<file path="config.mk">
export PLATFORM = sky130hd
export DESIGN_NAME = lru_key_value_cache_core
export DESIGN_NICKNAME = d
export VERILOG_FILES = /design/src/hw/rtl/lkvc_pkg.sv /design/src/hw/rtl/lkvc_cell.sv /design/src/hw/rtl/lru_key_value_cache_core.sv
export SDC_FILE = /design/constraint.sdc
export NUM_CORES = 2
export LEC_CHECK = 0
export ABC_AREA = 1
export BUFFER_PORTS_ARGS = -buffer_cell sky130_fd_sc_hd__buf_2
export CAP_MARGIN = 25
export CORE_MARGIN = 5
export CORE_UTILIZATION = 25
export DETAILED_ROUTE_END_ITERATION = 12
export GPL_ROUTABILITY_DRIVEN = 0
export HOLD_SLACK_MARGIN = 0.15
export PLACE_DENSITY_LB_ADDON = 0.08
export SYNTH_ARGS = -nofsm -noshare
export SYNTH_HDL_FRONTEND = slang
export SYNTH_SLANG_ARGS = --single-unit
</file>
<file path="constraint.sdc">
create_clock -name clk -period 7.65 [get_ports clk]
set_input_delay 1.9125 -clock clk [delete_from_list [all_inputs] [get_ports clk]]
set_output_delay 1.9125 -clock clk [all_outputs]
set_load 0.005 [all_outputs]
</file>
<file path="src/hw/rtl/lkvc_pkg.sv">
package lkvc_pkg;

	localparam int MAX_ENTRIES_DEF = 16;
	localparam int KEY_BITS_DEF    = 32;
	localparam int VALUE_BITS_DEF  = 32;

	localparam int         LIMIT_W     = 5;
	localparam logic [4:0] LIMIT_RESET = 5'd16;

	typedef enum logic {
		OP_GET = 1'b0,
		OP_PUT = 1'b1
	} op_t;

	typedef enum logic [1:0] {
		ST_IDLE,
		ST_CMP,
		ST_SWEEP,
		ST_UPD
	} state_t;

	typedef enum logic [2:0] {
		UPD_NONE,
		UPD_GET_HIT,
		UPD_PUT_HIT,
		UPD_FILL,
		UPD_EVICT
	} upd_kind_t;

	typedef struct packed {
		logic      cmp_en;
		upd_kind_t kind;
	} cell_ctrl_t;

endpackage

</file>
<file path="src/hw/rtl/lkvc_cell.sv">
module lkvc_cell #(
	parameter int IDX    = 0,
	parameter int KEY_W  = 32,
	parameter int VAL_W  = 32,
	parameter int RANK_W = 4,
	parameter int FILL_W = 5
) (
	input  logic                  clk,
	input  logic                  arst_n,
	input  lkvc_pkg::cell_ctrl_t  ctrl,
	input  logic [KEY_W-1:0]      req_key,
	input  logic [VAL_W-1:0]      req_value,
	input  logic [RANK_W-1:0]     hit_rank,
	input  logic [RANK_W-1:0]     lru_rank,
	input  logic [FILL_W-1:0]     fill,
	input  logic                  prev_hit,
	input  logic [VAL_W-1:0]      prev_value,
	input  logic [RANK_W-1:0]     prev_rank,
	output logic                  next_hit,
	output logic [VAL_W-1:0]      next_value,
	output logic [RANK_W-1:0]     next_rank
);
	import lkvc_pkg::*;

	logic [KEY_W-1:0]  key_q;
	logic [VAL_W-1:0]  value_q;
	logic [RANK_W-1:0] rank_q;
	logic              match_q;
	logic              next_hit_q;
	logic [VAL_W-1:0]  next_value_q;
	logic [RANK_W-1:0] next_rank_q;

	logic              occupied;
	logic              is_lru;
	logic              is_free_slot;
	logic [RANK_W-1:0] rank_inc;

	assign occupied     = fill > FILL_W'(IDX);
	assign is_lru       = occupied && (rank_q == lru_rank);
	assign is_free_slot = fill == FILL_W'(IDX);
	assign rank_inc     = RANK_W'(rank_q + 1'b1);

	always_ff @(posedge clk or negedge arst_n) begin
		if (!arst_n) begin
			match_q    <= 1'b0;
			next_hit_q <= 1'b0;
		end else begin
			if (ctrl.cmp_en) begin
				match_q <= occupied && (key_q == req_key);
			end
			next_hit_q <= prev_hit | match_q;
		end
	end

	always_ff @(posedge clk) begin
		next_value_q <= match_q ? value_q : prev_value;
		next_rank_q  <= match_q ? rank_q : prev_rank;
	end

	always_ff @(posedge clk or negedge arst_n) begin
		if (!arst_n) begin
			rank_q <= '0;
		end else begin
			unique case (ctrl.kind)
				UPD_GET_HIT, UPD_PUT_HIT: begin
					if (match_q) begin
						rank_q <= '0;
					end else if (occupied && rank_q < hit_rank) begin
						rank_q <= rank_inc;
					end
				end
				UPD_FILL: begin
					if (occupied) begin
						rank_q <= rank_inc;
					end else if (is_free_slot) begin
						rank_q <= '0;
					end
				end
				UPD_EVICT: begin
					if (is_lru) begin
						rank_q <= '0;
					end else if (occupied && rank_q < lru_rank) begin
						rank_q <= rank_inc;
					end
				end
				default: begin
				end
			endcase
		end
	end

	always_ff @(posedge clk) begin
		unique case (ctrl.kind)
			UPD_PUT_HIT: begin
				if (match_q) begin
					value_q <= req_value;
				end
			end
			UPD_FILL: begin
				if (is_free_slot) begin
					key_q   <= req_key;
					value_q <= req_value;
				end
			end
			UPD_EVICT: begin
				if (is_lru) begin
					key_q   <= req_key;
					value_q <= req_value;
				end
			end
			default: begin
			end
		endcase
	end

	assign next_hit   = next_hit_q;
	assign next_value = next_value_q;
	assign next_rank  = next_rank_q;

endmodule

</file>
<file path="src/hw/rtl/lru_key_value_cache_core.sv">
// A get result is registered in the update state once the output is free.
// No new beat is taken until the current one leaves the update state. The
// match sweep walks the hit flag, value and rank down the chain of slot cells.
// Reset: asynchronous, active low; clears control, ranks and fill count and
// sets entry_limit to 16. Keys and values are not cleared; no clearing pass.
module lru_key_value_cache_core #(
	parameter int MAX_ENTRIES = lkvc_pkg::MAX_ENTRIES_DEF,
	parameter int KEY_BITS    = lkvc_pkg::KEY_BITS_DEF,
	parameter int VALUE_BITS  = lkvc_pkg::VALUE_BITS_DEF
) (
	input  logic                          clk,
	input  logic                          arst_n,
	input  logic                          cfg_valid,
	output logic                          cfg_ready,
	input  logic [lkvc_pkg::LIMIT_W-1:0]  cfg_data,
	input  logic                          in_valid,
	output logic                          in_stall,
	input  logic                          opcode,
	input  logic signed [KEY_BITS-1:0]    key,
	input  logic signed [VALUE_BITS-1:0]  value,
	output logic                          out_valid,
	input  logic                          out_stall,
	output logic                          hit,
	output logic signed [VALUE_BITS-1:0]  read_value
);
	import lkvc_pkg::*;

	localparam int RANK_W = (MAX_ENTRIES > 1) ? $clog2(MAX_ENTRIES) : 1;
	localparam int FILL_W = $clog2(MAX_ENTRIES + 1);
	localparam int CNT_W  = RANK_W;
	localparam int CMP_W  = (FILL_W > LIMIT_W) ? FILL_W : LIMIT_W;

	state_t state_q, state_d;
	logic [CNT_W-1:0]      cnt_q;
	logic [LIMIT_W-1:0]    limit_q;
	logic [FILL_W-1:0]     fill_q;
	op_t                   op_q;
	logic [KEY_BITS-1:0]   key_q;
	logic [VALUE_BITS-1:0] value_q;
	logic                  out_valid_q;
	logic                  hit_q;
	logic [VALUE_BITS-1:0] read_value_q;

	cell_ctrl_t            ctrl;
	logic                  accept;
	logic                  out_free;
	logic                  load_out;
	logic [CMP_W-1:0]      lim_ext;
	logic [CMP_W-1:0]      eff_lim;
	logic                  can_fill;
	logic [RANK_W-1:0]     lru_rank;

	logic                  chain_hit   [0:MAX_ENTRIES];
	logic [VALUE_BITS-1:0] chain_value [0:MAX_ENTRIES];
	logic [RANK_W-1:0]     chain_rank  [0:MAX_ENTRIES];

	assign accept    = in_valid && !in_stall;
	assign in_stall  = state_q != ST_IDLE;
	assign cfg_ready = 1'b1;
	assign out_free  = !out_valid_q || !out_stall;

	assign lim_ext = CMP_W'(limit_q);
	always_comb begin
		if (lim_ext == '0) begin
			eff_lim = CMP_W'(1);
		end else if (lim_ext > CMP_W'(MAX_ENTRIES)) begin
			eff_lim = CMP_W'(MAX_ENTRIES);
		end else begin
			eff_lim = lim_ext;
		end
	end
	assign can_fill = CMP_W'(fill_q) < eff_lim;
	assign lru_rank = RANK_W'(fill_q - 1'b1);

	always_ff @(posedge clk or negedge arst_n) begin
		if (!arst_n) begin
			state_q <= ST_IDLE;
			cnt_q   <= '0;
		end else begin
			state_q <= state_d;
			cnt_q   <= (state_q == ST_SWEEP) ? CNT_W'(cnt_q + 1'b1) : '0;
		end
	end

	always_comb begin
		state_d     = state_q;
		ctrl.cmp_en = 1'b0;
		ctrl.kind   = UPD_NONE;
		load_out    = 1'b0;
		unique case (state_q)
			ST_IDLE: begin
				if (accept) begin
					state_d = ST_CMP;
				end
			end
			ST_CMP: begin
				ctrl.cmp_en = 1'b1;
				state_d     = ST_SWEEP;
			end
			ST_SWEEP: begin
				if (cnt_q == CNT_W'(MAX_ENTRIES - 1)) begin
					state_d = ST_UPD;
				end
			end
			ST_UPD: begin
				if (op_q == OP_GET) begin
					if (out_free) begin
						load_out  = 1'b1;
						ctrl.kind = chain_hit[MAX_ENTRIES] ? UPD_GET_HIT : UPD_NONE;
						state_d   = ST_IDLE;
					end
				end else begin
					priority if (chain_hit[MAX_ENTRIES]) begin
						ctrl.kind = UPD_PUT_HIT;
					end else if (can_fill) begin
						ctrl.kind = UPD_FILL;
					end else begin
						ctrl.kind = UPD_EVICT;
					end
					state_d = ST_IDLE;
				end
			end
			default: begin
				state_d = ST_IDLE;
			end
		endcase
	end

	always_ff @(posedge clk or negedge arst_n) begin
		if (!arst_n) begin
			limit_q     <= LIMIT_RESET;
			fill_q      <= '0;
			out_valid_q <= 1'b0;
		end else begin
			if (cfg_valid && cfg_ready) begin
				limit_q <= cfg_data;
			end
			if (ctrl.kind == UPD_FILL) begin
				fill_q <= FILL_W'(fill_q + 1'b1);
			end
			if (load_out) begin
				out_valid_q <= 1'b1;
			end else if (!out_stall) begin
				out_valid_q <= 1'b0;
			end
		end
	end

	always_ff @(posedge clk) begin
		if (accept) begin
			op_q    <= op_t'(opcode);
			key_q   <= key;
			value_q <= value;
		end
		if (load_out) begin
			hit_q        <= chain_hit[MAX_ENTRIES];
			read_value_q <= chain_hit[MAX_ENTRIES] ? chain_value[MAX_ENTRIES] : '1;
		end
	end

	assign chain_hit[0]   = 1'b0;
	assign chain_value[0] = '0;
	assign chain_rank[0]  = '0;

	for (genvar i = 0; i < MAX_ENTRIES; i++) begin : g_cell
		lkvc_cell #(
			.IDX    (i),
			.KEY_W  (KEY_BITS),
			.VAL_W  (VALUE_BITS),
			.RANK_W (RANK_W),
			.FILL_W (FILL_W)
		) u_cell (
			.clk        (clk),
			.arst_n     (arst_n),
			.ctrl       (ctrl),
			.req_key    (key_q),
			.req_value  (value_q),
			.hit_rank   (chain_rank[MAX_ENTRIES]),
			.lru_rank   (lru_rank),
			.fill       (fill_q),
			.prev_hit   (chain_hit[i]),
			.prev_value (chain_value[i]),
			.prev_rank  (chain_rank[i]),
			.next_hit   (chain_hit[i+1]),
			.next_value (chain_value[i+1]),
			.next_rank  (chain_rank[i+1])
		);
	end

	assign out_valid  = out_valid_q;
	assign hit        = hit_q;
	assign read_value = read_value_q;

endmodule

</file>
==> out/summary.md <==
- remaining design rule violation count: 0
- synth-to-layout area growth: 19.00%
- # Max-Cap Violations: 0
- post-synthesis instance total: 6103
- worst slack at placement: 2.879 ns
- most area-consuming cells after synthesis: edfxtp_1 (49%), dfxtp_1 (17%), nand2_1 (12%)
- area fraction in compound gates after synthesis: 0.03692
- Core Rows: 192
- total via count in the routed design: 42470
- setup total negative slack: 0 ns
- clock transition time at the flip-flop clock pins of the worst setup and hold paths: 0.06 ns
- number of DRC markers after the initial detailed-route iteration: 2653
- ranking of synthesized cells by instance count: nand2_1 (2191), edfxtp_1 (1122), dfxtp_1 (576)
- share of synthesized cell area in and, or, nand and nor gates: 0.1780
- post-synthesis cell area: 69000 um2
- peak supply drop: 0.2056 mV
- initial antenna violation count: 16
- Tot Pwr: 28.83 mW
- relative max-transition margin: 0.3080
- minimum setup slack among reg-to-reg paths: 3.24 ns
- XOR/XNOR Fraction of Synth Area: 0.03262
- largest family of logic cells by synthesized area: simple AND/OR/NAND/NOR gates
- starting density of the core: 0.2517
- setup repair bufs after CTS: 0
- net count after synthesis: 6322
- final cell count without fillers: 10220
- all-layer global routing usage: 0.1414
- maximum number of pins on one net before global-route repair: 61
- Pins Over Slew Limit: 0
- average wire length per cell after detail routing: 20.18 um
- nature of the critical path startpoint: flop
- post-synth cell types: 60
- Critical Path AT: 4.90 ns
- crit end category: flop
- wire length of the first global-routing pass: 302.5 mm
- clock tree from TritonCTS: built
- fin crit period: 4.410 ns
- total power per unit cell area: 351.1 nW/um2
- highest attainable clock frequency: 226.7 MHz
- maximum buffer depth of the clock tree: 4
- FFs w/ async S/R, synth: 0.06240
- number of cells after detailed placement: 9784
- Vert. Die Dim: 535.4 um
- critical path peak fanout: 32
- count of state elements after synthesis: 1811
- outcome: finished clean
- setup repair after global routing missed its margin: no
- leakage power of the design: 32.15 nW
- Core Area: 274100 um2
- synth warn: 0
- multiplexer share of the synthesized area: 0.0004896
- overall die area: 286600 um2
- Data required, critical path: 8.14 ns
- fraction of final layout cells with drive strength greater than 1: 0.1199
- Yosys top cell area share: 0.4883
- number of flops mapped to enable cells by yosys: 1122
- main flop type after synthesis: edfxtp_1
- worst setup slack after layout: 3.240 ns
- detailed-router iteration count before antenna repair: 5
- number of failing hold endpoints at the final stage: 0
- remaining number of nets flagged by the antenna check after routing: 0
- average cell area after synthesis: 11.31 um2
- post_cts resized: 0
- Die X: 535.4 um
- fin nets: 6557
- number of sinks driven by the clock tree: 1811
- Detail Placement HPWL: 132.7 mm
- vias in the first global route: 42550
- share of the clock period used by the worst path after layout: 0.5765
- hold buffer count at CTS: 0
- top-count cell post-synth: nand2_1
- final core area utilization: 0.2996
- total of endpoints with negative setup slack in the final report: 0
- Detailed Route WL: 206.3 mm
- clock skew: 0.1047 ns
- overflow left after global routing: 0
- cell type contributing the most total cell area after synthesis: edfxtp_1
- path category of the worst min-delay check: reg2reg
- startpoint-to-endpoint class of the critical path: reg2reg
- maximum level of the CTS H-tree: 4
- buffer type at the clock tree root: clkbuf_16
- routed vias/inst: 4.155
- transition time at the pin with the least slew margin: 1.038 ns
- input/output buffers: 109
- TritonCTS buffer count: 220
- I/O Pins: 111
- insertion delay of the later-clocked pin in the worst-skew pair: 0.91 ns
- Seq/Total Area, Yosys: 0.6964
- adder-cell share of the synthesized area: 0.02611
==> power breakdown <==
group | leakage (nW) | internal (mW) | switching, mW
clock network | 3.50 | 6.19 | 4.13
registers | 16.3 | 12.2 | 0.834
logic | 12.3 | 1.61 | 3.83
==> path summary, 6_finish.rpt <==
path	startpoint	end	cells after the start
worst max-delay path	fill_q[0]	g_cell[4].u_cell.key_q[17]	10
worst min-delay path	g_cell[11].u_cell.next_value[3]	g_cell[12].u_cell.next_value[3]	2
worst max register to register	fill_q[0]	g_cell[4].u_cell.key_q[17]	10
worst min register to register	g_cell[11].u_cell.next_value[3]	g_cell[12].u_cell.next_value[3]	2
max in group asynchronous	arst_n	g_cell[2].u_cell.match_q	2
min in group asynchronous	arst_n	g_cell[9].u_cell.match_q	1
==> registers in the layout, indices dropped and copies added (netlist names), 16 cells and up <==
register / count
g_cell.u_cell.value_q: 512
g_cell.u_cell.match_q: 16
g_cell.u_cell.next_value: 512
g_cell.u_cell.key_q: 512
key_q: 32
value_q: 32
g_cell.u_cell.next_rank: 64
read_value: 32
g_cell.u_cell.next_hit: 16
g_cell.u_cell.rank_q: 64
==> metrics by stage <==
step	cell area, um2	hold slack (ns)
global placement	74400	0.4012
detailed placement	74500	0.4035
floorplan	69000	0.3721
global route	82080	0.3849
finish	82120	0.3649
CTS	81640	0.3599
==> critical path: stages, from the launching register on <==
cell and delay, ns:
dfrtp_1 0.52, inv_2 0.57, nand2_1 0.25, xor2_4 0.81, ha_1 0.26, nand2_1 0.08
inv_1 0.07, nand4_2 0.19, nand2_1 0.12, o21ai_0 0.33, nor2_4 0.81
==> cells in the final DEF, fill, tap and decap left out, drive strengths merged, types with 2 or more instances in the layout <==
| cell type | count |
|---|---|
| nand2 | 2204 |
| edfxtp | 1122 |
| dfxtp | 576 |
| clkbuf | 316 |
| inv | 281 |
| buf | 250 |
| nor2 | 238 |
| nand3 | 224 |
| o21ai | 208 |
| xor2 | 163 |
| ha | 144 |
| dfrtp | 112 |
| xnor2 | 94 |
| or2 | 91 |
| nand4 | 84 |
| clkinv | 75 |
| a21oi | 71 |
| nor3 | 69 |
| o22ai | 41 |
| o2111ai | 40 |
| a211oi | 28 |
| nor4 | 19 |
| o211ai | 17 |
| bufinv | 16 |
| diode | 15 |
| nand3b | 7 |
| a221oi | 5 |
| a211o | 5 |
| o221ai | 4 |
| mux2 | 3 |
| nor3b | 2 |
| a22o | 2 |
| clkinvlp | 2 |
==> layer usage <==
layer  GRT usage  wire length (um)  share of wire
met5           0                 0              0
met4     0.03200              4114          0.020
met3     0.02158              8447          0.041
met2      0.2088             86020           0.42
met1      0.2164            107700           0.52
==> cells by family (layout without fill, tap and decap cells) <==
family / count (synthesis) / in the layout
AND/OR/NAND/NOR: 2940 / 2940
flip-flops: 1811 / 1811
buffers and inverters: 522 / 940
AO/OA/AOI/OAI: 425 / 425
XOR/XNOR: 257 / 257
adder cells (fa/ha/maj): 144 / 144
multiplexers: 3 / 3
other: 1 / 16
==> area by class of cell <==
type / instances / area [um2]
well taps: 3686 / 4612
clock inverters: 89 / 885.9
fillers: 28040 / 192000
inverters: 285 / 1081
clock buffers: 316 / 6251
repair buffers: 250 / 1996
multi-input cells: 3770 / 19200
diodes: 15 / 37.54
flip-flops and latches: 1811 / 48050
No activity file was read; power rests on OpenSTA's default activity.
